**src/sipf_pkg.sv**
```systemverilog
// Shared types and constants for the servo instruction packet framer.
package sipf_pkg;

    localparam logic [7:0] HDR_BYTE   = 8'hFF;
    localparam logic [7:0] BCAST_ID   = 8'hFE;
    localparam logic [7:0] SYNC_INSTR = 8'h83;

    localparam logic CMD_START = 1'b0;
    localparam logic CMD_DATA  = 1'b1;

    // One unit of work for the back end: a whole header or one parameter byte,
    // with the checksum already worked out when the job closes the packet.
    typedef struct packed {
        logic       is_start;
        logic       sync;
        logic       last;
        logic [7:0] b_id;
        logic [7:0] b_len;
        logic [7:0] b_ins;
        logic [7:0] b_op;
        logic [7:0] b_plen;
        logic [7:0] chk;
    } job_t;

    typedef struct packed {
        logic valid;
        job_t job;
    } push_t;

    typedef struct packed {
        logic valid;
        job_t job;
    } head_t;

endpackage

```
**src/sipf_front.sv**
```systemverilog
// Front end: accepts beats, tracks the open packet and the running sum, queues jobs.
module sipf_front
(
    input  logic              clk,
    input  logic              rst_n,
    input  logic              in_valid,
    output logic              in_ready,
    input  logic              cmd,
    input  logic              sync_mode,
    input  logic [7:0]        servo_id,
    input  logic [7:0]        instr_byte,
    input  logic [7:0]        target_address,
    input  logic [7:0]        per_device_length,
    input  logic [7:0]        param_count,
    input  logic [7:0]        data_byte,
    input  logic              q_full,
    output sipf_pkg::push_t   push
);

    logic       open_reg, open_next;
    logic [7:0] remain_reg, remain_next;
    logic [7:0] sum_reg, sum_next;
    logic       accept;
    logic [7:0] len_b, id_b, ins_b, op_b, plen_add, hdr_sum, data_sum;

    assign in_ready = !q_full;
    assign accept   = in_valid && in_ready;

    assign len_b    = sync_mode ? param_count + 8'd4 : param_count + 8'd3;
    assign id_b     = sync_mode ? sipf_pkg::BCAST_ID : servo_id;
    assign ins_b    = sync_mode ? sipf_pkg::SYNC_INSTR : instr_byte;
    assign op_b     = sync_mode ? instr_byte : target_address;
    assign plen_add = sync_mode ? per_device_length : 8'd0;
    assign hdr_sum  = id_b + len_b + ins_b + op_b + plen_add;
    assign data_sum = sum_reg + data_byte;

    always_comb
    begin
        open_next   = open_reg;
        remain_next = remain_reg;
        sum_next    = sum_reg;
        push.valid        = 1'b0;
        push.job.is_start = 1'b0;
        push.job.sync     = sync_mode;
        push.job.last     = 1'b0;
        push.job.b_id     = id_b;
        push.job.b_len    = len_b;
        push.job.b_ins    = ins_b;
        push.job.b_op     = op_b;
        push.job.b_plen   = per_device_length;
        push.job.chk      = ~hdr_sum;
        if (accept)
        begin
            if (cmd == sipf_pkg::CMD_START)
            begin
                push.valid        = 1'b1;
                push.job.is_start = 1'b1;
                push.job.last     = (param_count == 8'd0);
                open_next         = (param_count != 8'd0);
                remain_next       = param_count;
                sum_next          = hdr_sum;
            end
            else if (open_reg)
            begin
                push.valid    = 1'b1;
                push.job.b_id = data_byte;
                push.job.chk  = ~data_sum;
                push.job.last = (remain_reg == 8'd1);
                remain_next   = remain_reg - 8'd1;
                open_next     = (remain_reg != 8'd1);
                sum_next      = data_sum;
            end
        end
    end

    always_ff @(posedge clk or negedge rst_n)
    begin
        if (!rst_n)
        begin
            open_reg   <= 1'b0;
            remain_reg <= 8'd0;
            sum_reg    <= 8'd0;
        end
        else
        begin
            open_reg   <= open_next;
            remain_reg <= remain_next;
            sum_reg    <= sum_next;
        end
    end

    a_closed_means_no_bytes_left: assert property (@(posedge clk) disable iff (!rst_n)
        !open_reg |-> remain_reg == 8'd0)
        else $error("packet closed with parameter bytes still expected");

endmodule

```
**src/sipf_queue.sv**
```systemverilog
// Short job queue that decouples the front end from the byte sequencer.
module sipf_queue
#(
    parameter int DEPTH = 4
)
(
    input  logic            clk,
    input  logic            rst_n,
    input  sipf_pkg::push_t push,
    output logic            full,
    output sipf_pkg::head_t head,
    input  logic            pop
);

    localparam int PTR_W = (DEPTH > 1) ? $clog2(DEPTH) : 1;
    localparam int CNT_W = $clog2(DEPTH + 1);

    sipf_pkg::job_t    mem_reg [DEPTH];
    logic [PTR_W-1:0]  wr_ptr_reg, rd_ptr_reg;
    logic [CNT_W-1:0]  count_reg;
    logic              do_push;

    assign full       = (count_reg == CNT_W'(DEPTH));
    assign do_push    = push.valid && !full;
    assign head.valid = (count_reg != '0);
    assign head.job   = mem_reg[rd_ptr_reg];

    always_ff @(posedge clk)
    begin
        if (do_push)
        begin
            mem_reg[wr_ptr_reg] <= push.job;
        end
    end

    always_ff @(posedge clk or negedge rst_n)
    begin
        if (!rst_n)
        begin
            wr_ptr_reg <= '0;
            rd_ptr_reg <= '0;
            count_reg  <= '0;
        end
        else
        begin
            if (do_push)
            begin
                wr_ptr_reg <= (wr_ptr_reg == PTR_W'(DEPTH - 1)) ? '0 : wr_ptr_reg + 1'b1;
            end
            if (pop)
            begin
                rd_ptr_reg <= (rd_ptr_reg == PTR_W'(DEPTH - 1)) ? '0 : rd_ptr_reg + 1'b1;
            end
            if (do_push && !pop)
            begin
                count_reg <= count_reg + 1'b1;
            end
            else if (pop && !do_push)
            begin
                count_reg <= count_reg - 1'b1;
            end
        end
    end

    a_count_in_range: assert property (@(posedge clk) disable iff (!rst_n)
        count_reg <= CNT_W'(DEPTH))
        else $error("job queue count beyond depth");

    a_no_pop_when_empty: assert property (@(posedge clk) disable iff (!rst_n)
        pop |-> head.valid)
        else $error("job popped from an empty queue");

endmodule

```
**src/sipf_back.sv**
```systemverilog
// Back end: expands each queued job into output bytes through an output register.
module sipf_back
(
    input  logic            clk,
    input  logic            rst_n,
    input  sipf_pkg::head_t head,
    output logic            pop,
    output logic            out_valid,
    input  logic            out_ready,
    output logic [7:0]      out_byte,
    output logic            is_checksum
);

    logic [2:0] idx_reg, idx_next;
    logic       valid_reg, valid_next;
    logic [7:0] byte_reg, byte_next;
    logic       chk_reg, chk_next;
    logic [2:0] pay_n;
    logic [2:0] last_idx;
    logic       load;
    logic [7:0] pay_byte;

    // Header jobs carry six bytes (seven in sync mode); data jobs carry one.
    assign pay_n    = head.job.is_start ? (head.job.sync ? 3'd7 : 3'd6) : 3'd1;
    assign last_idx = pay_n - 3'd1 + {2'b00, head.job.last};
    assign load     = head.valid && (!valid_reg || out_ready);
    assign pop      = load && (idx_reg == last_idx);

    always_comb
    begin
        case (idx_reg)
            3'd0:    pay_byte = head.job.is_start ? sipf_pkg::HDR_BYTE : head.job.b_id;
            3'd1:    pay_byte = sipf_pkg::HDR_BYTE;
            3'd2:    pay_byte = head.job.b_id;
            3'd3:    pay_byte = head.job.b_len;
            3'd4:    pay_byte = head.job.b_ins;
            3'd5:    pay_byte = head.job.b_op;
            default: pay_byte = head.job.b_plen;
        endcase
    end

    always_comb
    begin
        idx_next   = idx_reg;
        valid_next = valid_reg;
        byte_next  = byte_reg;
        chk_next   = chk_reg;
        if (valid_reg && out_ready)
        begin
            valid_next = 1'b0;
        end
        if (load)
        begin
            valid_next = 1'b1;
            if (idx_reg == pay_n)
            begin
                byte_next = head.job.chk;
                chk_next  = 1'b1;
            end
            else
            begin
                byte_next = pay_byte;
                chk_next  = 1'b0;
            end
            idx_next = pop ? 3'd0 : idx_reg + 3'd1;
        end
    end

    always_ff @(posedge clk or negedge rst_n)
    begin
        if (!rst_n)
        begin
            idx_reg   <= 3'd0;
            valid_reg <= 1'b0;
        end
        else
        begin
            idx_reg   <= idx_next;
            valid_reg <= valid_next;
        end
    end

    always_ff @(posedge clk)
    begin
        byte_reg <= byte_next;
        chk_reg  <= chk_next;
    end

    assign out_valid   = valid_reg;
    assign out_byte    = byte_reg;
    assign is_checksum = chk_reg;

    a_mid_job_has_head: assert property (@(posedge clk) disable iff (!rst_n)
        idx_reg != 3'd0 |-> head.valid)
        else $error("sequencer mid-job with no job at the queue head");

endmodule

```
**src/servo_instruction_packet_framer_core.sv**
```systemverilog
// Top level of the servo instruction packet framer: front end, job queue, byte sequencer.
// The first output byte of an item passes through the job queue and then the output register.
// Throughput: one parameter beat per cycle while the job queue is not full; a start beat
// expands into six to eight output bytes, and the closing parameter beat into two (byte plus checksum).
// The job queue of QUEUE_DEPTH entries absorbs header bursts while beats keep arriving.
// Reset (rst_n low, asynchronous) closes any open packet and empties the queue and output.
module servo_instruction_packet_framer_core
#(
    parameter int QUEUE_DEPTH = 4
)
(
    input  logic       clk,
    input  logic       rst_n,
    input  logic       in_valid,
    output logic       in_ready,
    input  logic       cmd,
    input  logic       sync_mode,
    input  logic [7:0] servo_id,
    input  logic [7:0] instr_byte,
    input  logic [7:0] target_address,
    input  logic [7:0] per_device_length,
    input  logic [7:0] param_count,
    input  logic [7:0] data_byte,
    output logic       out_valid,
    input  logic       out_ready,
    output logic [7:0] out_byte,
    output logic       is_checksum
);

    sipf_pkg::push_t push;
    sipf_pkg::head_t head;
    logic            q_full;
    logic            pop;

    sipf_front u_front
    (
        .clk               (clk),
        .rst_n             (rst_n),
        .in_valid          (in_valid),
        .in_ready          (in_ready),
        .cmd               (cmd),
        .sync_mode         (sync_mode),
        .servo_id          (servo_id),
        .instr_byte        (instr_byte),
        .target_address    (target_address),
        .per_device_length (per_device_length),
        .param_count       (param_count),
        .data_byte         (data_byte),
        .q_full            (q_full),
        .push              (push)
    );

    sipf_queue #(.DEPTH(QUEUE_DEPTH)) u_queue
    (
        .clk   (clk),
        .rst_n (rst_n),
        .push  (push),
        .full  (q_full),
        .head  (head),
        .pop   (pop)
    );

    sipf_back u_back
    (
        .clk         (clk),
        .rst_n       (rst_n),
        .head        (head),
        .pop         (pop),
        .out_valid   (out_valid),
        .out_ready   (out_ready),
        .out_byte    (out_byte),
        .is_checksum (is_checksum)
    );

endmodule

```
**config.mk**
```make
export PLATFORM = sky130hd
export DESIGN_NAME = servo_instruction_packet_framer_core
export DESIGN_NICKNAME = d
export VERILOG_FILES = /design/src/sipf_pkg.sv /design/src/sipf_front.sv /design/src/sipf_queue.sv /design/src/sipf_back.sv /design/src/servo_instruction_packet_framer_core.sv
export SDC_FILE = /design/constraint.sdc
export NUM_CORES = 1
export LEC_CHECK = 0
export BUFFER_PORTS_ARGS = -buffer_cell sky130_fd_sc_hd__buf_4
export CORE_MARGIN = 2
export CORE_UTILIZATION = 55
export CTS_CLUSTER_SIZE = 24
export DETAILED_ROUTE_END_ITERATION = 8
export PLACE_DENSITY = 0.73
export SYNTH_ARGS = -nofsm -noshare
export SYNTH_HDL_FRONTEND = slang
export SYNTH_HIERARCHICAL = 1
export SYNTH_SLANG_ARGS = --single-unit
```
**constraint.sdc**
```tcl
create_clock -name clk -period 4.8 [get_ports clk]
set_input_delay 0.48 -clock clk [delete_from_list [all_inputs] [get_ports clk]]
set_output_delay 0.48 -clock clk [all_outputs]
set_load 0.05 [all_outputs]
```
; After elaboration in Yosys (flattened, before gate mapping)
; Memories as Yosys holds them, arrays and structs flattened.
; Cells that the tools add are included.
; Widths: inputs -> output; s select.
[word_totals]
mem_count = 1
latchBits = 0
ramBits = 204
word_cells = 97
ff_bits = 37
inputBits = 54
rom_bits = 0
out_inout_bits = 11
[memory_table]
columns = name, words, width, read_ports, rd_ports_with_merged_regs, wr, line
row1 = u_queue.mem_reg, 4, 51, 1, 0, 1, sipf_queue.sv:18  ; sipf_pkg::job_t mem_reg [DEPTH];
[classes]
eq_ne = 13
n_lt_le_gt_ge = 0
addsub = 15
multipliers = 0
div_mod_pow = 0
n_reduce_logical = 19
muxes = 37
n_shift = 0
bitwise_logic = 2
[ops]
columns = operator, n
row1 = $mux 8, 15
row2 = $pmux 8 s6, 1
row3 = $add 8x8->8, 5
row4 = $mux 9, 2
row5 = $not 8->8, 2
row6 = $mux 1, 12
row7 = $mux 3, 4
row8 = $eq 3x3->1 const B, 3
row9 = $add 8x2->8 const B, 1
row10 = $add 8x3->8 const B, 1
row11 = $eq 8x1->1 const B, 1
row12 = $logic_not 8->1, 1
row13 = $ne 8x1->1 const B, 1
row14 = $reduce_bool 8->1, 1
row15 = $sub 8x1->8 const B, 1
row16 = $logic_and 1x1->1, 7
row17 = $add 3x1->3 const B, 2
row18 = $eq 3x2->1 const B, 2
row19 = $eq 3x3->1, 2
row20 = $mux 2, 3
row21 = $sub 3x1->3 const B, 2
row22 = $add 2x1->2 const B, 2
row23 = $eq 2x2->1 const B, 2
row24 = $logic_not 1->1, 4
row25 = other kinds (8), 9

; Longest topological paths before layout
; Gate-level depths: netlist of the first run.
[depth]
word_depth = 10
ltp_mapped = 18
ltp_nobuf = 16

; By module
; The synthesis of the first run kept the hierarchy.
[by_module_without_submodules]
columns = mod, instances, cells_per_inst, seq_area_each_um2, area_per_inst_um2
row1 = sipf_queue, 1, 304, 6301.0, 7862.5
row2 = sipf_front, 1, 329, 425.4, 2727.6
row3 = sipf_back, 1, 130, 370.4, 1176.1

; Least setup slack after synthesis of the first run
; Ideal clock, no wire load.
[synth_timing]
path_kind = input to register
from = input port sync_mode
to = memory u_queue/mem_reg[0][7] (netlist name), data pin
t_required_ns = 4.527
setup_slack_ns = 0.077
setup_ns = 0.273
stages = 16
arrival_time_ns = 4.450
path_buffers = 2
path_cell_list = buf_2 clkbuf_1 mux2i_1 fa_1 inv_1 fa_1 fa_1 inv_1 ha_1 fa_1 a21o_1 a21oi_1 o21bai_1 a21oi_1 xnor2_1 mux2_1
[synth_rtl]
columns = item, line
row1 = from (decl), servo_instruction_packet_framer_core.sv:17  ; input logic sync_mode,
row2 = to (decl), sipf_queue.sv:18

==> impl_metrics.json, run 1 <==
{
  "status": "completed",
  "hpwl_mm": 18.2,
  "cp_slowest_cell": "fa_1",
  "synth_seq_cells": 241,
  "ys.flop_type": "edfxtp_1",
  "holdWs_ps": 187,
  "drive_above_1_share": 0.242,
  "worst-path-stages": 17,
  "ant_nets": 0,
  "drc": 0,
  "rows": 53,
  "power_mw": 8.44,
  "antenna_found_initial": 0,
  "crit_family": "adder cells",
  "yosysSeqAreaShare": 0.603,
  "synth.most_common_cell": "edfxtp_1",
  "hold_path.class": "in2reg",
  "start_util": 0.560,
  "ios": 65,
  "finalNonFillerCells": 1127,
  "min_from": "per_device_length[7]",
  "relSlewSlack": 0.353,
  "stdcell_area_um2": 13200,
  "reg2reg_to": "u_queue/count_reg[1]$_DFFE_PN0P_",
  "cts.clk_slew.worst_paths_ps": 60,
  "nets": 943,
  "final_max_slew_viol_count": 0,
  "synth_top_area_frac": 0.544,
  "netlist_area_um2": 11800,
  "wl_mm": 26.0,
  "hold_depth": 1,
  "fmax_mhz": 230,
  "cts_tree": "yes",
  "worstRegToRegCells": 14,
  "yosys-top-cells-count": "edfxtp_1 (213), nand2_1 (56), inv_1 (48), mux4_2 (48), ha_1 (34)",
  "cts_buffer_depth": 3,
  "synth_edf_count": 213,
  "grt_pass1_wl_mm": 40.4,
  "critical_path.most_common_cell": "fa_1",
  "r2r_setup_slack_ps": 960,
  "via_count": 6673,
  "worstPathArrival_ps": 4590,
  "synth_cell_types": 69,
  "powerDensity_nw_per_um2": 638,
  "cp.required_ps": 5050,
  "rsz0062_at_grt": "no",
  "worst_pin_slew_ps": 967,
  "critPathMaxFanout": 5,
  "gr-total-overflow": 0,
  "numPlacedInstances": 1080,
  "routedWlPerCell_um": 23.1,
  "die_x_um": 150,
  "diodes": 0,
  "clock_latency_ps": 520,
  "area_growth_pct": 12.5,
  "cts-buffers-inserted": 25,
  "avgSynthCellArea_um2": 15.4,
  "synth_top_cell_by_area": "edfxtp_1",
  "die_height_um": 150,
  "core_area_um2": 21000,
  "via_per_inst": 5.92,
  "syn_inst": 763,
  "crit_chain": "buf_4 -> inv_1 -> ha_1 -> nand2b_1 -> xnor2_1 -> fa_1 -> fa_1 -> inv_1 -> fa_1 -> inv_1 -> fa_1 -> a21o_1 -> a21oi_1 -> o21bai_1 -> a21oi_1 -> xnor2_1 -> mux2_1",
  "skew_ps": 10.6,
  "largest_register_ffs": 204,
  "die_area_um2": 22600,
  "grt_pass1_vias": 6853,
  "finalHoldViolations": 0,
  "place_area_um2": 12400,
  "grt_max_degree": 45,
  "drt_iter0_markers": 560,
  "cts_root_buf": "clkbuf_16",
  "ys_top_cells_by_area": "edfxtp_1 (54%), mux4_2 (9.2%), dfrtp_1 (6.0%), fa_1 (3.7%), ha_1 (3.6%)",
  "path_buf_inv": 4,
  "syn-num-nets": 873,
  "htreeDepth": 1,
  "reg2reg_from": "u_queue/rd_ptr_reg[0]$_DFFE_PN0P_",
  "grtUsageTotal": 0.241,
  "io_buffers": 64,
  "max_stage_delay_ps": 530,
  "clock_sinks": 241,
  "async_reset_ff_frac": 0.116,
  "routabilityCongestion": 0.882,
  "drt_pass1_iterations": 5,
  "setup-violations-final": 0,
  "min_period_ps": 4340,
  "path_class": "in2reg",
  "worstSetupStartpointType": "input port",
  "maxCapViolations": 0,
  "p_leak_nw": 4.82,
  "synth_warnings": 6,
  "fin_crit_sh": 0.905,
  "endpoint_kind": "register",
  "hold_end": "u_queue/mem_reg[3][15]$_DFFE_PP_",
  "ir_drop_v": 0.000321
}
worst register-to-register path, stage by stage (launching register included):
cell and delay, ps:
dfrtp_4 610, mux4_1 760, inv_1 220, nor2_1 70, ha_1 170, inv_1 50, ha_1 220, xor2_1 150
nor4_2 230, buf_4 180, inv_1 90, ha_1 230, inv_1 70, fa_1 400, mux2_2 270
where the power goes:
part           internal (mW)  switching [mW]  total (mW)  leakage, nW
combinational           1.36            1.91        3.27         2.15
clock                   1.18           0.762        1.94        0.401
sequential              2.97           0.269        3.24         2.27
total                   5.50            2.94        8.44         4.82
what timing repair did:
item | in CTS | in global routing
endpoints found under the setup margin | 0 | 0
resized for setup | 0 | 0
endpoints found under the hold margin | 28 | 0
setup buffers | 0 | 0
hold buffers | 1 | 0
worst max-delay path by stage:
stage	startpoint	to	slack, ps
after floorplan	sync_mode	u_queue/mem_reg[0][7]$_DFFE_PP_	80
after global placement	param_count[0]	u_queue/mem_reg[0][7]$_DFFE_PP_	50
after detailed placement	param_count[1]	u_queue/mem_reg[1][7]$_DFFE_PP_	-70
after CTS	param_count[1]	u_queue/mem_reg[2][7]$_DFFE_PP_	480
after global routing	param_count[0]	u_queue/mem_reg[0][7]$_DFFE_PP_	170
final	param_count[1]	u_queue/mem_reg[2][7]$_DFFE_PP_	460
logic make-up (layout without fill, tap and decap cells):
group                    after synthesis  in the layout  synth area share
AND/OR/NAND/NOR                      156            156            0.0705
AO/OA/AOI/OAI                        106            106            0.0589
XOR/XNOR                              30             30            0.0230
multiplexers                          80             80             0.125
flip-flops                           241            241             0.603
adder cells (fa/ha/maj)               56             56            0.0736
buffers and inverters                 94            183            0.0458
stage by stage:
step                TNS (ps)  setup slack [ps]   util
floorplan                  0              76.9      -
global placement           0              50.6  0.590
detailed placement      -293             -73.3  0.590
CTS                        0               479  0.630
global route               0               166  0.630
finish                     0               457  0.630
area by class of cell:
type | instances | area [µm²]
clock buffers | 33 | 656
clock inverters | 13 | 168
fillers | 1493 | 7780
inverters | 53 | 199
multi-input cells | 428 | 4140
flip-flops and latches | 241 | 7100
well taps | 275 | 344
repair buffers | 84 | 633
layer usage:
metal | global-route usage | vias up | wire, µm | part of all wire
li1 | - | 3000 | - | -
met1 | 0.343 | 3395 | 10800 | 0.41
met2 | 0.405 | 254 | 13200 | 0.50
met3 | 0.0367 | 24 | 1840 | 0.071
met4 | 0.0415 | 0 | 298 | 0.011
met5 | 0 | - | 0 | 0
layout by cell type, fill, tap and decap left out, types with 8 or more instances in the layout:
cell       instances
nor2_1            31
mux2i_1           12
ha_1              34
edfxtp_1         213
o21ai_0           26
xor2_1             9
clkbuf_16         25
o21ai_1           14
mux4_2            48
buf_4             83
xnor2_1           20
mux2_2            11
a21oi_1           22
nand2_1           56
clkbuf_1           8
dfrtp_1           26
fa_1              22
inv_1             48
nand3_1           10
Power figures use the tool's default switching activity.
==> run 2, diff against run 1 <==
--- a/config.mk
+++ b/config.mk
@@ -5,6 +5,7 @@
 export SDC_FILE = /design/constraint.sdc
 export NUM_CORES = 1
 export LEC_CHECK = 0
+export ABC_AREA = 1
 export BUFFER_PORTS_ARGS = -buffer_cell sky130_fd_sc_hd__buf_4
 export CORE_MARGIN = 2
 export CORE_UTILIZATION = 55
==> run 2 against run 1 <==
Against the previous run:
- register-to-register slack worse by 180 ps
- via count up 36%
- clock skew down 0.87 ps
- routed wire length up 17%
- global-route usage about the same
- largest power group unchanged
- design area up 11%
- flip-flop and latch count unchanged
- cell count up 48%
==> impl_metrics.json, run 2 <==
{
  "status": "completed",
  "drive_above_1_share": 0.240,
  "yosys-top-cells-count": "nand2_1 (284), edfxtp_1 (213), inv_1 (191)",
  "worstPathArrival_ps": 4350,
  "grtUsageTotal": 0.241,
  "netlist_area_um2": 13400,
  "cts_buffer_depth": 3,
  "yosysSeqAreaShare": 0.529,
  "synth_top_area_frac": 0.477,
  "drt_pass1_iterations": 5,
  "synth_top_cell_by_area": "edfxtp_1",
  "maxCapViolations": 0,
  "cts-buffers-inserted": 25,
  "finalHoldViolations": 0,
  "power_mw": 9.64,
  "core_area_um2": 24100,
  "path_buf_inv": 4,
  "mostFrequentLayoutCell": "nand2_1",
  "endpoint_kind": "register",
  "final_cell_mix": "nand2_1 (284), edfxtp_1 (213), inv_1 (191)",
  "largest_register_ffs": 204,
  "hpwl_mm": 21.0,
  "power_frac_seq": 0.354,
  "via_count": 9054,
  "cts_setup_buffers": 0,
  "rsz0062_at_grt": "no",
  "min_period_ps": 4070,
  "synth_seq_cells": 241,
  "wl_mm": 30.5,
  "synth_edf_count": 213,
  "syn-num-nets": 1381,
  "clock_latency_ps": 510,
  "synth_cell_types": 45,
  "hold_path.class": "in2reg",
  "die_height_um": 160,
  "final_max_slew_viol_count": 0,
  "htreeDepth": 1,
  "cts-resized-gates": 0,
  "skew_ps": 9.76,
  "p_leak_nw": 6.50,
  "intPower_mw": 5.52,
  "area_growth_pct": 9.64,
  "routabilityCongestion": 0.903,
  "die_area_um2": 25700,
  "worst_pin_slew_ps": 953,
  "crit_chain": "buf_4 -> inv_1 -> ha_1 -> nand2_1 -> xor2_1 -> fa_1 -> fa_1 -> inv_1 -> fa_1 -> inv_1 -> fa_1 -> a31oi_1 -> xor2_1 -> o22ai_1 -> o21ai_0",
  "setup-violations-final": 0,
  "rows": 57,
  "critPathMaxFanout": 4,
  "ant_nets": 0,
  "cts_tree": "yes",
  "cp_slowest_cell": "fa_1",
  "pre_cts_ws_ps": 255,
  "io_buffers": 64,
  "async_reset_ff_frac": 0.116,
  "clkPwrFrac": 0.185,
  "via_per_inst": 5.43,
  "avgSynthCellArea_um2": 10.6,
  "p_sw_mw": 4.12,
  "grt_pass1_vias": 8732,
  "ys.flop_type": "edfxtp_1",
  "worstSetupStartpointType": "input port",
  "syn_inst": 1271,
  "start_util": 0.557,
  "die_x_um": 160,
  "fin_crit_sh": 0.848,
  "synth_warnings": 6,
  "critical_path.most_common_cell": "fa_1",
  "antenna_found_initial": 0,
  "synth.most_common_cell": "nand2_1",
  "relSlewSlack": 0.365,
  "drc": 0,
  "clock_sinks": 241,
  "nets": 1435,
  "ios": 65,
  "cts_root_buf": "clkbuf_16",
  "ys_top_cells_by_area": "edfxtp_1 (48%), o211ai_2 (9.2%), nand2_1 (7.9%), inv_1 (5.3%), dfrtp_1 (5.2%)",
  "cts.clk_slew.worst_paths_ps": 60,
  "drt_iter0_markers": 883,
  "grt_pass1_wl_mm": 48.1,
  "holdWs_ps": 218,
  "cp.required_ps": 5080,
  "grt_max_degree": 71,
  "path_class": "in2reg",
  "setup-tns-final_ps": 0,
  "crit_family": "adder cells",
  "gr-total-overflow": 0,
  "max_stage_delay_ps": 540,
  "switching_share": 0.427,
  "ir_drop_v": 0.000344,
  "routedWlPerCell_um": 18.3,
  "setup_ws_ps": 729,
  "powerDensity_nw_per_um2": 655,
  "combPwrFrac": 0.461,
  "fmax_mhz": 246
}
-- run 2: cell count changes after synthesis, sizes merged, moves of 8 or more --
cell	delta
nand2	+290
inv	+152
o211ai	+100
nand3	+59
mux4	-51
nor2	+46
buf	+21
mux2	-17
xnor2	-16
nand4	+15
mux2i	-12
o31ai	-8
-- run 2: through the flow --
stage               cells  utilization  area [µm²]
floorplan            1271            -       13400
global placement     1621        0.579       14000
detailed placement   1621        0.579       14000
CTS                  1667        0.610       14700
global route         1667        0.610       14700
finish               1668        0.610       14700
-- run 2: kinds of logic (layout without fill, tap and decap cells) --
kind of cell,Yosys count,count (layout),synth area share
simple gates,519,519,0.172
buf+inv,267,339,0.0992
flops,241,241,0.529
compound gates,174,174,0.125
fa+ha+maj,56,56,0.0645
xor+xnor,14,14,0.0105
other cells,0,1,0
-- run 2: per-layer routing --
| layer | vias up | GRT usage | wire [µm] |
|---|---|---|---|
| met5 | - | 0 | 0 |
| met3 | 47 | 0.0353 | 1990 |
| li1 | 4341 | - | - |
| met4 | 0 | 0.0565 | 550 |
| met2 | 306 | 0.396 | 14400 |
| met1 | 4360 | 0.343 | 13500 |
-- run 2: path summary, 6_finish.rpt --
check	from	end	slack, ps	cells past startpoint
min in group asynchronous	rst_n	u_front/remain_reg[7]$_DFFE_PN0P_	440	2
max	param_count[0]	u_queue/mem_reg[2][5]$_DFFE_PP_	730	15
min	per_device_length[6]	u_queue/mem_reg[0][14]$_DFFE_PP_	220	1
max in group asynchronous	rst_n	u_queue/rd_ptr_reg[1]$_DFFE_PN0P_	4060	2
min reg2reg	u_queue/count_reg[2]$_DFFE_PN0P_	u_queue/count_reg[2]$_DFFE_PN0P_	500	2
max reg2reg	u_queue/rd_ptr_reg[1]$_DFFE_PN0P_	u_queue/count_reg[1]$_DFFE_PN0P_	780	18
-- run 2: final cells by class --
cell class	instances	area [µm²]
Antenna cell	1	2.50
Clock buffer	31	648
Clock inverter	14	92.6
Fill cell	2010	9390
Inverter	206	782
Multi-Input combinational cell	763	5020
Sequential cell	241	7100
Tap cell	324	405
Timing Repair Buffer	88	663
-- run 2: power groups by stage --
stage | clock network [mW] | registers [mW] | logic, mW
global placement | 0 | 3.43 | 4.33
detailed placement | 0 | 3.45 | 4.42
CTS | 1.82 | 3.41 | 4.44
finish | 1.79 | 3.41 | 4.44
global route | 1.90 | 3.47 | 4.93
floorplan | 0 | 3.53 | 3.37
-- run 2: timing repair --
item	4_1_cts	5_1_grt
setup endpoints to repair	0	0
hold endpoints to repair	28	0
hold buffers	1	0
-- run 2: worst reg2reg max path, cell delays in order, from the launching register on --
cell and delay, ps:
dfrtp_2 620, clkinv_2 470, o211ai_2 190, nand2_1 320, nand2_1 330, inv_1 70
ha_1 180, inv_1 60, ha_1 230, xor2_1 140, nor2_1 90, nand2_1 70
inv_1 170, inv_1 120, ha_1 220, inv_1 80, fa_1 410, nand2_1 70
o21ai_0 60
